**src/sv/i2cms_pkg.sv**
```systemverilog
package i2cms_pkg;

    localparam int HOLD_WIDTH = 16;
    localparam int TPS_WIDTH  = 16;
    localparam int QDEPTH     = 2;
    localparam int QPTR_W     = 1;
    localparam int QCNT_W     = 2;

    localparam logic [TPS_WIDTH-1:0] TPS_RESET = 16'd50;
    localparam logic [32:0] HOLD_MAX = (33'd1 << HOLD_WIDTH) - 33'd1;

    // register index taken from the word address
    localparam logic REG_TICKS_PER_STEP = 1'b0;

    typedef enum logic [2:0] {
        OP_START  = 3'd0,
        OP_STOP   = 3'd1,
        OP_SEND   = 3'd2,
        OP_RECV   = 3'd3,
        OP_ACK_TX = 3'd4,
        OP_ACK_RX = 3'd5
    } op_t;

    typedef enum logic [2:0] {
        ACT_SDA_HI,
        ACT_SDA_LO,
        ACT_SCL_HI,
        ACT_SCL_LO,
        ACT_SDA_BIT,
        ACT_SAMPLE_RX,
        ACT_SAMPLE_ACK
    } act_t;

    typedef struct packed {
        act_t       act;
        logic [2:0] pos;
    } step_t;

    // one word of the queue between front and back
    typedef struct packed {
        logic       cmd;
        logic [2:0] op;
        logic [7:0] tx;
        logic       ack;
        logic       sda;
    } item_t;

    typedef struct packed {
        logic  valid;
        item_t item;
    } q_head_t;

    // bit number and phase of a three-step bit slot
    localparam logic [2:0] DIV3 [0:31] = '{
        3'd0, 3'd0, 3'd0, 3'd1, 3'd1, 3'd1, 3'd2, 3'd2,
        3'd2, 3'd3, 3'd3, 3'd3, 3'd4, 3'd4, 3'd4, 3'd5,
        3'd5, 3'd5, 3'd6, 3'd6, 3'd6, 3'd7, 3'd7, 3'd7,
        3'd0, 3'd0, 3'd0, 3'd0, 3'd0, 3'd0, 3'd0, 3'd0
    };
    localparam logic [1:0] MOD3 [0:31] = '{
        2'd0, 2'd1, 2'd2, 2'd0, 2'd1, 2'd2, 2'd0, 2'd1,
        2'd2, 2'd0, 2'd1, 2'd2, 2'd0, 2'd1, 2'd2, 2'd0,
        2'd1, 2'd2, 2'd0, 2'd1, 2'd2, 2'd0, 2'd1, 2'd2,
        2'd0, 2'd0, 2'd0, 2'd0, 2'd0, 2'd0, 2'd0, 2'd0
    };

    function automatic logic [4:0] seq_len(input op_t op);
        logic [4:0] n;
        unique case (op)
            OP_START:  n = 5'd4;
            OP_STOP:   n = 5'd3;
            OP_SEND:   n = 5'd26;
            OP_RECV:   n = 5'd27;
            OP_ACK_TX: n = 5'd3;
            OP_ACK_RX: n = 5'd4;
            default:   n = 5'd0;
        endcase
        return n;
    endfunction

    function automatic step_t step_decode(input op_t op, input logic [4:0] idx);
        step_t      s;
        logic [4:0] j;
        s.act = ACT_SCL_LO;
        s.pos = 3'd0;
        j     = idx - 5'd1;
        unique case (op)
            OP_START:
            begin
                if (idx == 5'd0)      s.act = ACT_SDA_HI;
                else if (idx == 5'd1) s.act = ACT_SCL_HI;
                else if (idx == 5'd2) s.act = ACT_SDA_LO;
                else                  s.act = ACT_SCL_LO;
            end
            OP_STOP:
            begin
                if (idx == 5'd0)      s.act = ACT_SDA_LO;
                else if (idx == 5'd1) s.act = ACT_SCL_HI;
                else                  s.act = ACT_SDA_HI;
            end
            OP_SEND:
            begin
                if (idx < 5'd24)
                begin
                    s.pos = DIV3[idx];
                    unique case (MOD3[idx])
                        2'd0:    s.act = ACT_SDA_BIT;
                        2'd1:    s.act = ACT_SCL_HI;
                        default: s.act = ACT_SCL_LO;
                    endcase
                end
                else if (idx == 5'd24) s.act = ACT_SCL_LO;
                else                   s.act = ACT_SDA_HI;
            end
            OP_RECV:
            begin
                if (idx == 5'd0) s.act = ACT_SDA_HI;
                else if (idx <= 5'd24)
                begin
                    s.pos = DIV3[j];
                    unique case (MOD3[j])
                        2'd0:    s.act = ACT_SCL_HI;
                        2'd1:    s.act = ACT_SAMPLE_RX;
                        default: s.act = ACT_SCL_LO;
                    endcase
                end
                else if (idx == 5'd25) s.act = ACT_SCL_LO;
                else                   s.act = ACT_SDA_HI;
            end
            OP_ACK_TX:
            begin
                if (idx == 5'd0)      s.act = ACT_SDA_BIT;
                else if (idx == 5'd1) s.act = ACT_SCL_HI;
                else                  s.act = ACT_SCL_LO;
            end
            default:
            begin
                if (idx == 5'd0)      s.act = ACT_SDA_HI;
                else if (idx == 5'd1) s.act = ACT_SCL_HI;
                else if (idx == 5'd2) s.act = ACT_SAMPLE_ACK;
                else                  s.act = ACT_SCL_LO;
            end
        endcase
        return s;
    endfunction

endpackage

```
**src/sv/i2cms_front.sv**
```systemverilog
module i2cms_front (
    input  logic                clk,
    input  logic                rst_n,
    input  logic                in_valid,
    output logic                in_ready,
    input  logic                command_valid,
    input  logic [2:0]          operation,
    input  logic [7:0]          tx_byte,
    input  logic                ack_to_send,
    input  logic                sda_line,
    output i2cms_pkg::q_head_t  head,
    input  logic                pop
);

    i2cms_pkg::item_t            mem_reg [i2cms_pkg::QDEPTH];
    logic [i2cms_pkg::QPTR_W-1:0] wr_ptr_reg, wr_ptr_next;
    logic [i2cms_pkg::QPTR_W-1:0] rd_ptr_reg, rd_ptr_next;
    logic [i2cms_pkg::QCNT_W-1:0] count_reg, count_next;
    i2cms_pkg::item_t            in_item;
    logic                        push;
    logic                        do_pop;

    assign in_ready = (count_reg < i2cms_pkg::QCNT_W'(i2cms_pkg::QDEPTH));
    assign push     = in_valid && in_ready;
    assign do_pop   = pop && (count_reg != '0);

    // classify: only a command with a meaningful operation starts a sequence
    always_comb
    begin
        in_item.cmd = command_valid && (operation <= 3'(i2cms_pkg::OP_ACK_RX));
        in_item.op  = operation;
        in_item.tx  = tx_byte;
        in_item.ack = ack_to_send;
        in_item.sda = sda_line;
    end

    always_comb
    begin
        wr_ptr_next = push   ? wr_ptr_reg + 1'b1 : wr_ptr_reg;
        rd_ptr_next = do_pop ? rd_ptr_reg + 1'b1 : rd_ptr_reg;
        count_next  = count_reg;
        if (push && !do_pop)
            count_next = count_reg + 1'b1;
        else if (!push && do_pop)
            count_next = count_reg - 1'b1;
    end

    always_ff @(posedge clk or negedge rst_n)
    begin
        if (!rst_n)
        begin
            wr_ptr_reg <= '0;
            rd_ptr_reg <= '0;
            count_reg  <= '0;
        end
        else
        begin
            wr_ptr_reg <= wr_ptr_next;
            rd_ptr_reg <= rd_ptr_next;
            count_reg  <= count_next;
        end
    end

    always_ff @(posedge clk)
    begin
        if (push)
            mem_reg[wr_ptr_reg] <= in_item;
    end

    assign head.valid = (count_reg != '0);
    assign head.item  = mem_reg[rd_ptr_reg];

endmodule

```
**src/sv/i2cms_back.sv**
```systemverilog
module i2cms_back (
    input  logic                                clk,
    input  logic                                rst_n,
    input  i2cms_pkg::q_head_t                  head,
    output logic                                pop,
    input  logic [i2cms_pkg::TPS_WIDTH-1:0]     ticks_per_step,
    output logic                                out_valid,
    input  logic                                out_ready,
    output logic                                scl_level,
    output logic                                sda_level,
    output logic                                busy_res,
    output logic                                done_res,
    output logic [7:0]                          rx_byte,
    output logic                                ack_seen
);

    logic                                active_reg, active_next;
    i2cms_pkg::op_t                      op_reg, op_next;
    logic [4:0]                          idx_reg, idx_next;
    logic [i2cms_pkg::HOLD_WIDTH-1:0]    hold_reg, hold_next;
    logic [7:0]                          tx_reg, tx_next;
    logic [7:0]                          rx_reg, rx_next;
    logic                                scl_reg, scl_next;
    logic                                sda_reg, sda_next;
    logic                                ack_reg, ack_next;
    logic                                done_reg, done_next;
    logic                                out_valid_reg;

    logic                                fire;
    logic                                do_step;
    i2cms_pkg::op_t                      s_op;
    logic [4:0]                          s_idx;
    logic [4:0]                          idx_inc;
    logic [7:0]                          s_tx;
    i2cms_pkg::step_t                    st;
    logic [i2cms_pkg::TPS_WIDTH-1:0]     tps_m1;
    logic [i2cms_pkg::HOLD_WIDTH-1:0]    reload;

    // state moves only when the output register can take the word
    assign fire = head.valid && (!out_valid_reg || out_ready);
    assign pop  = fire;

    // zero counts as one; clamp to the hold counter range
    always_comb
    begin
        tps_m1 = (ticks_per_step == '0) ? '0 : ticks_per_step - 1'b1;
        if (33'(tps_m1) > i2cms_pkg::HOLD_MAX)
            reload = i2cms_pkg::HOLD_WIDTH'(i2cms_pkg::HOLD_MAX);
        else
            reload = i2cms_pkg::HOLD_WIDTH'(tps_m1);
    end

    always_comb
    begin
        active_next = active_reg;
        op_next     = op_reg;
        idx_next    = idx_reg;
        hold_next   = hold_reg;
        tx_next     = tx_reg;
        rx_next     = rx_reg;
        scl_next    = scl_reg;
        sda_next    = sda_reg;
        ack_next    = ack_reg;
        done_next   = 1'b0;
        do_step     = 1'b0;
        s_op        = op_reg;
        s_idx       = idx_reg;
        s_tx        = tx_reg;
        idx_inc     = idx_reg + 5'd1;
        if (fire)
        begin
            if (active_reg)
            begin
                if (hold_reg != '0)
                    hold_next = hold_reg - 1'b1;
                else
                begin
                    idx_next = idx_inc;
                    if (idx_inc >= i2cms_pkg::seq_len(op_reg))
                    begin
                        active_next = 1'b0;
                        done_next   = 1'b1;
                    end
                    else
                    begin
                        do_step = 1'b1;
                        s_idx   = idx_inc;
                    end
                end
            end
            else if (head.item.cmd)
            begin
                active_next = 1'b1;
                op_next     = i2cms_pkg::op_t'(head.item.op);
                idx_next    = 5'd0;
                if (op_next == i2cms_pkg::OP_ACK_TX)
                    tx_next = {head.item.ack, 7'd0};
                else if (op_next == i2cms_pkg::OP_SEND)
                    tx_next = head.item.tx;
                if (op_next == i2cms_pkg::OP_RECV)
                    rx_next = 8'd0;
                do_step = 1'b1;
                s_op    = op_next;
                s_idx   = 5'd0;
                s_tx    = tx_next;
            end
        end
        st = i2cms_pkg::step_decode(s_op, s_idx);
        if (do_step)
        begin
            hold_next = reload;
            unique case (st.act)
                i2cms_pkg::ACT_SDA_HI:     sda_next = 1'b1;
                i2cms_pkg::ACT_SDA_LO:     sda_next = 1'b0;
                i2cms_pkg::ACT_SCL_HI:     scl_next = 1'b1;
                i2cms_pkg::ACT_SCL_LO:     scl_next = 1'b0;
                i2cms_pkg::ACT_SDA_BIT:    sda_next = s_tx[3'd7 - st.pos];
                i2cms_pkg::ACT_SAMPLE_RX:
                begin
                    if (head.item.sda)
                        rx_next[3'd7 - st.pos] = 1'b1;
                end
                i2cms_pkg::ACT_SAMPLE_ACK: ack_next = head.item.sda;
                default:                   scl_next = scl_reg;
            endcase
        end
    end

    always_ff @(posedge clk or negedge rst_n)
    begin
        if (!rst_n)
        begin
            active_reg    <= 1'b0;
            op_reg        <= i2cms_pkg::OP_START;
            idx_reg       <= '0;
            hold_reg      <= '0;
            tx_reg        <= '0;
            rx_reg        <= '0;
            scl_reg       <= 1'b1;
            sda_reg       <= 1'b1;
            ack_reg       <= 1'b1;
            done_reg      <= 1'b0;
            out_valid_reg <= 1'b0;
        end
        else
        begin
            active_reg <= active_next;
            op_reg     <= op_next;
            idx_reg    <= idx_next;
            hold_reg   <= hold_next;
            tx_reg     <= tx_next;
            rx_reg     <= rx_next;
            scl_reg    <= scl_next;
            sda_reg    <= sda_next;
            ack_reg    <= ack_next;
            if (fire)
                done_reg <= done_next;
            if (fire)
                out_valid_reg <= 1'b1;
            else if (out_ready)
                out_valid_reg <= 1'b0;
        end
    end

    // state only advances on a load, so it doubles as the output payload
    assign out_valid = out_valid_reg;
    assign scl_level = scl_reg;
    assign sda_level = sda_reg;
    assign busy_res  = active_reg;
    assign done_res  = done_reg;
    assign rx_byte   = rx_reg;
    assign ack_seen  = ack_reg;

endmodule

```
**src/sv/i2c_master_bit_sequencer_core.sv**
```systemverilog
// i2c master bit sequencer: every input word is one bus timing tick and gives
// exactly one output word with the driven scl/sda levels, busy, a done pulse,
// the receive shift register and the last sampled ack bit.
// input channel: in_valid/in_ready with command_valid, operation, tx_byte,
// ack_to_send and the sampled sda_line. a command starts a sequence only
// while the sequencer is idle; otherwise it is dropped.
// output channel: out_valid/out_ready, one word per accepted input word.
// path: an accepted word goes into the two-entry input queue, from which the
// sequencer takes it and writes the output register.
// throughput: one word per cycle; the sequencer does one tick per cycle.
// when out_ready is low the output word holds, the sequencer stops, and the
// queue absorbs up to two more words before in_ready drops.
// each step is held for ticks_per_step ticks (apb register at 0, reset 50).
// reset: queue empty, no output word, lines released high, ack bit high.
module i2c_master_bit_sequencer_core (
    input  logic        clk,
    input  logic        rst_n,
    input  logic        psel,
    input  logic        penable,
    input  logic        pwrite,
    input  logic [2:0]  paddr,
    input  logic [31:0] pwdata,
    output logic [31:0] prdata,
    output logic        pready,
    input  logic        in_valid,
    output logic        in_ready,
    input  logic        command_valid,
    input  logic [2:0]  operation,
    input  logic [7:0]  tx_byte,
    input  logic        ack_to_send,
    input  logic        sda_line,
    output logic        out_valid,
    input  logic        out_ready,
    output logic        scl_level,
    output logic        sda_level,
    output logic        busy_res,
    output logic        done_res,
    output logic [7:0]  rx_byte,
    output logic        ack_seen
);

    logic [i2cms_pkg::TPS_WIDTH-1:0] tps_reg;
    i2cms_pkg::q_head_t              head;
    logic                            pop;
    logic                            cfg_wr;

    assign pready = 1'b1;
    assign cfg_wr = psel && penable && pwrite && pready;

    always_ff @(posedge clk or negedge rst_n)
    begin
        if (!rst_n)
            tps_reg <= i2cms_pkg::TPS_RESET;
        else if (cfg_wr && (paddr[2] == i2cms_pkg::REG_TICKS_PER_STEP))
            tps_reg <= pwdata[i2cms_pkg::TPS_WIDTH-1:0];
    end

    always_comb
    begin
        if (paddr[2] == i2cms_pkg::REG_TICKS_PER_STEP)
            prdata = 32'(tps_reg);
        else
            prdata = 32'd0;
    end

    i2cms_front u_front (
        .clk           (clk),
        .rst_n         (rst_n),
        .in_valid      (in_valid),
        .in_ready      (in_ready),
        .command_valid (command_valid),
        .operation     (operation),
        .tx_byte       (tx_byte),
        .ack_to_send   (ack_to_send),
        .sda_line      (sda_line),
        .head          (head),
        .pop           (pop)
    );

    i2cms_back u_back (
        .clk            (clk),
        .rst_n          (rst_n),
        .head           (head),
        .pop            (pop),
        .ticks_per_step (tps_reg),
        .out_valid      (out_valid),
        .out_ready      (out_ready),
        .scl_level      (scl_level),
        .sda_level      (sda_level),
        .busy_res       (busy_res),
        .done_res       (done_res),
        .rx_byte        (rx_byte),
        .ack_seen       (ack_seen)
    );

`ifndef SYNTHESIS
    a_done_not_busy: assert property (@(posedge clk) disable iff (!rst_n)
        (out_valid && done_res) |-> !busy_res)
        else $error("done pulse while sequence still busy");

    a_full_has_head: assert property (@(posedge clk) disable iff (!rst_n)
        !in_ready |-> head.valid)
        else $error("input stalled with empty queue");

    a_pop_needs_room: assert property (@(posedge clk) disable iff (!rst_n)
        (pop && out_valid) |-> out_ready)
        else $error("sequencer advanced over a waiting output word");
`endif

endmodule

```
**config.mk**
```make
export PLATFORM = sky130hd
export DESIGN_NAME = i2c_master_bit_sequencer_core
export DESIGN_NICKNAME = d
export VERILOG_FILES = /design/src/sv/i2cms_pkg.sv /design/src/sv/i2cms_front.sv /design/src/sv/i2cms_back.sv /design/src/sv/i2c_master_bit_sequencer_core.sv
export SDC_FILE = /design/constraint.sdc
export NUM_CORES = 1
export LEC_CHECK = 0
export ABC_CLOCK_PERIOD_IN_PS = 5250
export BUFFER_PORTS_ARGS = -buffer_cell sky130_fd_sc_hd__buf_4
export CAP_MARGIN = 30
export CORE_AREA = 2 2 118 120
export DETAILED_ROUTE_END_ITERATION = 10
export DIE_AREA = 0 0 120 122
export PLACE_DENSITY = 0.72
export SLEW_MARGIN = 20
export SYNTH_ARGS = -nofsm -noshare
export SYNTH_HDL_FRONTEND = slang
export SYNTH_HIERARCHICAL = 1
export SYNTH_SLANG_ARGS = --single-unit
```
**constraint.sdc**
```tcl
create_clock -name clk -period 5.25 [get_ports clk]
set_input_delay 0.2625 -clock clk [delete_from_list [all_inputs] [get_ports clk]]
set_output_delay 0.2625 -clock clk [all_outputs]
set_load 0.02 [all_outputs]
```
[Yosys cells after proc, flatten, opt, wreduce, memory -nomap -nowiden]
Memory sizes are Yosys's and may differ from the RTL's.
Cells that the tools add are included.
Cells by class
  reductions and logical operators: 37
  equal/unequal tests: 25
  magnitude comparators: 9
  add/sub/neg operators: 9
  bitwise operators: 4
  muxes and demuxes: 84
Operator list (number)
  16-bit 2-to-1 mux: 6
  8-bit 2-to-1 mux: 12
  3-bit 2-to-1 mux: 20
  5-bit 2-to-1 mux: 10
  16-bit by 1-bit subtractor with 16-bit output (second input constant): 2
  3-bit by 2-bit equality test with 1-bit output (second input constant): 8
  3-bit equality test (second input constant): 7
  2-bit 2-to-1 mux: 10
  5-bit one-hot mux with 4 select lines: 1
  3-bit one-hot mux with 2 select lines: 3
  1-bit 2-to-1 mux: 17
  16-bit logical NOT: 1
  16-bit nonzero test: 1
  3-bit one-hot mux with 5 select lines: 1
  2-bit nonzero test: 7
  6-bit >= comparator (second input constant): 2
  5-bit NOT with 6-bit output: 2
  5-bit equality test (second input constant): 2
  1-bit logical AND: 10
  3-bit by 1-bit equality test with 1-bit output (second input constant): 3
  3-bit logical NOT: 3
  8-bit OR: 1
  2-bit AND reduction: 4
  5-bit by 1-bit adder with 5-bit output (second input constant): 1
  other kinds (28): 34
Word-level totals
  logic and storage cells: 188
  output and inout port bits: 48
  memories kept: 5
  input port bits: 56
  bits in writable memories: 28
  flip-flop bits (word level): 66
  bits in read-only memories: 320
Memory list
  (no name shown): depth 32, bits a word 3, rd ports 1, clocked after memory_dff 0, write ports 0, RTL line i2cms_pkg.sv:120  | s.pos = DIV3[j];
  (no name shown): depth 32, bits a word 3, rd ports 1, clocked after memory_dff 0, write ports 0, RTL line i2cms_pkg.sv:105  | s.pos = DIV3[idx];
  (no name shown): depth 32, bits a word 2, rd ports 1, clocked after memory_dff 0, write ports 0, RTL line i2cms_pkg.sv:121  | unique case (MOD3[j])
  (no name shown): depth 32, bits a word 2, rd ports 1, clocked after memory_dff 0, write ports 0, RTL line i2cms_pkg.sv:106  | unique case (MOD3[idx])
  u_front.mem_reg: depth 2, bits a word 14, rd ports 1, clocked after memory_dff 0, write ports 1, RTL line i2cms_front.sv:15  | i2cms_pkg::item_t mem_reg [i2cms_pkg::QDEPTH];

[Depth between registers and ports, before layout]
  word-level depth: 28
  gate-level depth with buffers: 21
  mapped depth without buffers: 19

[Cells and area by module]
The synthesis kept the hierarchy.
By module, submodules not included
  i2cms_back: seq. area each 1154.9 um2, cells each 507, area an instance 4170.2 um2, instances 1
  i2cms_front: seq. area each 940.9 um2, cells each 62, area an instance 1266.2 um2, instances 1
  i2c_master_bit_sequencer_core: seq. area each 404.1 um2, cells each 70, area an instance 903.4 um2, instances 1

[Worst setup path after synthesis]
Ideal clock, no wire load.
  kind: reg-to-reg
  start: reg u_back/hold_reg[0] in the netlist's numbering
  end: reg u_back.sda_reg, in the netlist u_back/sda_level
  arrival: 5.080 ns
  stages on the path, launching flop included: 20
  setup time: 0.097 ns
  clock period less this slack: 5.178 ns
  setup slack: 0.072 ns
  required time: 5.153 ns
  buffers on the path: 2
  cell sequence: dfrtp_1 > inv_1 > ha_1 > or3b_1 > clkbuf_1 > or4_4 > a2111o_1 > and3_4 > nor2_1 > inv_1 > ha_1 > clkbuf_1 > nand2_1 > a211o_1 > and3_1 > nor4_1 > o32a_1 > mux2_1 > and4_1 > o41ai_2
Between the ends
  word-level cells in the longest chain between the ends: 17
  elaborated cells on any way between the ends: 64
  classes of those cells: add/sub: 2; order compare: 2; eq/ne: 8; mux: 39; bitwise: 2; reduce/logical: 7; memory: 4
Ends and longest elaborated chain
  start, declared: RTL line i2cms_back.sv:20  | logic [i2cms_pkg::HOLD_WIDTH-1:0] hold_reg, hold_next;
  start signal, assigned: RTL line i2cms_back.sv:150  | hold_reg <= hold_next;
  16-bit nonzero test *: RTL line i2cms_back.sv:74  | if (hold_reg != '0)
  parallel branches: the longest is 16 deep, another holds 5-bit by 1-bit subtractor with 5-bit output
  end signal, assigned: RTL line i2cms_back.sv:154  | sda_reg <= sda_next;
  end, declared: RTL line i2cms_back.sv:24  | logic sda_reg, sda_next;
Mark *: on every way between the ends. The select of a mux whose other input is x is not followed.
A chain may end at the register's enable or synchronous reset.

[Final worst setup path]
  start: reg u_back.idx_reg[0]
  end: reg u_back.sda_reg, in the netlist u_back/sda_level
Between the ends
  word-level cells in the longest chain between the ends: 19
  elaborated cells on any way between the ends: 68
  classes of those cells: add/sub: 3; order compare: 3; eq/ne: 8; mux: 42; bitwise: 2; reduce/logical: 6; memory: 4
Ends and longest elaborated chain
  start, declared: RTL line i2cms_back.sv:19  | logic [4:0] idx_reg, idx_next;
  start signal, assigned: RTL line i2cms_back.sv:149  | idx_reg <= idx_next;
  parallel branches: the longest is 19 deep, another holds 5-bit by 1-bit adder with 5-bit output
Parallel ways; which one is timed is not known. The select of a mux whose other input is x is not followed.

==> out/qor.txt <==
==================================================================================================
Result of the run                                                                     finished, final reports clean
Share of the synthesized area in the top cell type                                           23.7%
Kind of start point of the critical path                                                      flop
Met3 WL post-DR                                                                             630 um
Critical path cell sequence                                                           ha_1 > xor2_1 > ha_1 > a211oi_1 > o21ai_0 > a21o_1 > o41ai_4 > nor2_4 > ha_1 > or2_2 > a211o_1 > and3_1 > nor4_1 > o32a_1 > mux2_1 > and4_1 > o41ai_2
Arrival time of data at the critical path endpoint                                         5250 ps
Net count reported at finish                                                                   785
Initial standard-cell utilization of the core                                                46.9%
Number of cell rows                                                                             43
Worst hold margin                                                                          24.2 ps
Max FFs per register                                                                            28
Detailed-route wire length                                                                14600 um
Top routing layer in use                                                                      met4
Net switching power                                                                        1.92 mW
Cell class contributing the biggest share of worst-path delay                         compound AO/OA/AOI/OAI gates
Cell types with the largest area share after synthesis                                sky130_fd_sc_hd__dfrtp_1 24%, sky130_fd_sc_hd__edfxtp_1 13%, sky130_fd_sc_hd__a22o_1 4.8%
Clock transition time at the flip-flop clock pins of the worst setup and hold paths          70 ps
Worst setup skew after layout                                                              7.25 ps
Most repeated library cell on the critical path                                       sky130_fd_sc_hd__ha_1
Delay of the slowest cell on the worst path                                                 460 ps
Hold Violations, Final                                                                           0
Area of the die                                                                          14600 um2
Clock Path Buffers                                                                               2
Most frequent standard cell in the layout excluding fill and tap cells                sky130_fd_sc_hd__buf_4
Final period utilization                                                                     95.1%
Number of buffers and inverters on the critical path                                             0
IO Port Bufs                                                                                    68
Setup TNS                                                                                     0 ps
Final setup violation count                                                                      0
Min-delay worst type                                                                  input port to asynchronous set/reset pin
Clock power frac                                                                             15.2%
Startpoint-to-endpoint class of the critical path                                     flop to flop
# Max-Cap Violations                                                                             0
Area inside the core boundary                                                            13500 um2
CTS Root Cell                                                                         sky130_fd_sc_hd__clkbuf_16
Proportion of register bits with asynchronous set or reset after synthesis                   70.2%
Maximum fanout along the worst path                                                              7
Worst-Margin Slew                                                                           869 ps
Routed met1 length                                                                         6580 um
Largest net degree at the start of global routing                                               67
Share of final-layout standard cells stronger than drive strength 1                          25.9%
DIE HEIGHT                                                                                  122 um
Cell area reported after detailed placement                                               7070 um2
Combinational group share of total power                                                     57.4%
Standby leakage power                                                                      3.19 nW
Number of enable flip-flop cells after synthesis                                                28
Met2 Wirelength                                                                            7100 um
FF+latch count, synth                                                                           94
Max Transition Viols Final                                                                       0
Internal power                                                                             2.41 mW
Sequential power share                                                                       27.4%
Post-DR vias/cell                                                                             5.77
Top_reg_cell synth                                                                    sky130_fd_sc_hd__dfrtp_1
Number of vias in the routed layout                                                           5183
Number of antenna repair diodes                                                                  0
Final Critical Period                                                                      5000 ps
Maximum vdd ir drop                                                                       0.284 mV
Maximum clock frequency                                                                    200 MHz
Commonest non-fill, non-tap cells in the layout                                       99 x sky130_fd_sc_hd__buf_4, 59 x sky130_fd_sc_hd__dfrtp_1, 51 x sky130_fd_sc_hd__nand2_1
Endpoint class of the critical path                                                           flop
Antenna violations before repair                                                                 0
Gr ovfl total                                                                                    0
Post-detailed-placement half-perimeter wirelength                                         10500 um
Number of remaining DRC errors                                                                   0
Area overhead of the layout relative to synthesis                                            16.4%
Post-synthesis cell count                                                                      639
Ports                                                                                          104
Clock latency reported for the late side of the worst-skew pair                             350 ps
Number of clock buffers inserted by TritonCTS                                                    9
Average wire length per cell after detail routing                                          16.2 um
Worst relative slew slack                                                                    42.1%
GRT Overall Usage                                                                            19.9%
Data required, critical path                                                               5500 ps
Switching power share of the total                                                           44.3%
Non-Filler Cell Area, Final                                                               7380 um2
Critical-path top delay cell                                                          sky130_fd_sc_hd__dfrtp_2
Wire length of the first global-routing pass                                              23600 um
Die Wd                                                                                      120 um
Cell variety after synth                                                                        89
Clock sinks                                                                                     94
RSZ-0062 raised after global routing                                                         false
Weighted congestion reported at the end of routability-driven placement                      0.900
Netlist area before placement                                                             6340 um2
Antenna viol nets, final                                                                         0
Cell type with the highest aggregate area in the netlist                              sky130_fd_sc_hd__dfrtp_1
Fraction of the yosys area taken by sequential cells                                         39.4%
DRT iter0 DRCs                                                                                 375
PwrDens                                                                                 587 nW/um2
DRT Pass-1 Iters                                                                                 6
Syn. warnings                                                                                    6
Via count of the first global-routing pass                                                    4935
CTS H-tree lvls                                                                                  3
Number of hold buffers added after CTS                                                           0
Per-instance average area after synthesis                                                 9.92 um2
Clock tree from TritonCTS                                                                      yes
==================================================================================================
final timing paths:
path | start | end | slack (ps) | cells after the start
setup / recovery | u_back/idx_reg[0] | u_back/sda_level | 250 | 17
hold / removal | rst_n | u_back/busy_res | 20 | 1
setup reg to reg | u_back/idx_reg[0] | u_back/sda_level | 250 | 17
hold reg to reg | u_back/done_res | u_back/done_res | 480 | 2
max in group asynchronous | rst_n | u_back/idx_reg[0] | 4630 | 1
min in group clk | tx_byte[7] | u_front/mem_reg[1][9] | 100 | 1
cell usage after synthesis, drive strengths merged (4+ instances only):
cell type  instances
dfrtp             60
nand2             51
o21ai             46
nor2              39
mux2              36
a22o              35
edfxtp            28
buf               27
a21oi             25
nor3              25
clkbuf            23
inv               19
nand3             17
nor2b             17
xnor2             17
ha                15
or3               13
mux2i             12
or4                9
a211oi             8
o22ai              8
xor2               8
and2b              6
dfstp              6
nand2b             6
nor4               6
or2                6
o41ai              5
a21o               4
a22oi              4
and2               4
o21a               4
o32ai              4
logic make-up after synthesis:
logic type | Yosys count | synth area share (%)
multiplexers | 48 | 9.41
XOR/XNOR | 26 | 3.93
buffers and inverters | 70 | 5.88
AND/OR/NAND/NOR | 214 | 18.5
other | 2 | 0.118
AO/OA/AOI/OAI | 170 | 19.7
adder cells (fa/ha/maj) | 15 | 2.96
flip-flops | 94 | 39.4
through the flow:
| step | std cells | power [mW] | worst slack, ps | utilization, % |
|---|---|---|---|---|
| 6_report | 899 | 4.33 | 255 | 54.7 |
| 5_1_grt | 899 | 4.64 | 14.6 | 54.7 |
| 4_1_cts | 899 | 4.31 | 53.0 | 54.5 |
| 3_5_place_dp | 883 | 3.63 | 94.9 | 52.3 |
| 3_3_place_gp | 883 | 3.54 | 245 | 52.3 |
| 2_1_floorplan | 654 | 3.00 | 72.3 | - |
power groups by stage:
stage	logic, mW	clock network (mW)	registers [mW]
floorplan	1.86	0	1.14
global placement	2.37	0	1.18
detailed placement	2.44	0	1.19
CTS	2.46	0.672	1.18
global route	2.73	0.696	1.22
finish	2.48	0.660	1.19
area by class of cell:
| class | count | area [um2] |
|---|---|---|
| well taps | 180 | 225 |
| inverters | 20 | 75.1 |
| repair buffers | 99 | 743 |
| clock buffers | 10 | 229 |
| clock inverters | 6 | 68.8 |
| multi-input cells | 490 | 3540 |
| fillers | 1167 | 6120 |
| flip-flops and latches | 94 | 2500 |
per-layer routing:
layer | up-vias | track usage, %
met5 | - | 0
met4 | 0 | 6.10
met3 | 19 | 3.09
met2 | 162 | 33.8
met1 | 2503 | 26.2
li1 | 2499 | -
timing repair:
| item | in CTS | in global routing |
|---|---|---|
| hold endpoints to repair | 0 | 0 |
| gates resized for setup | 0 | 4 |
| endpoints found under the setup margin | 0 | 11 |
| setup buffers | 0 | 0 |
Note: power is estimated with default switching activity, not from simulation.
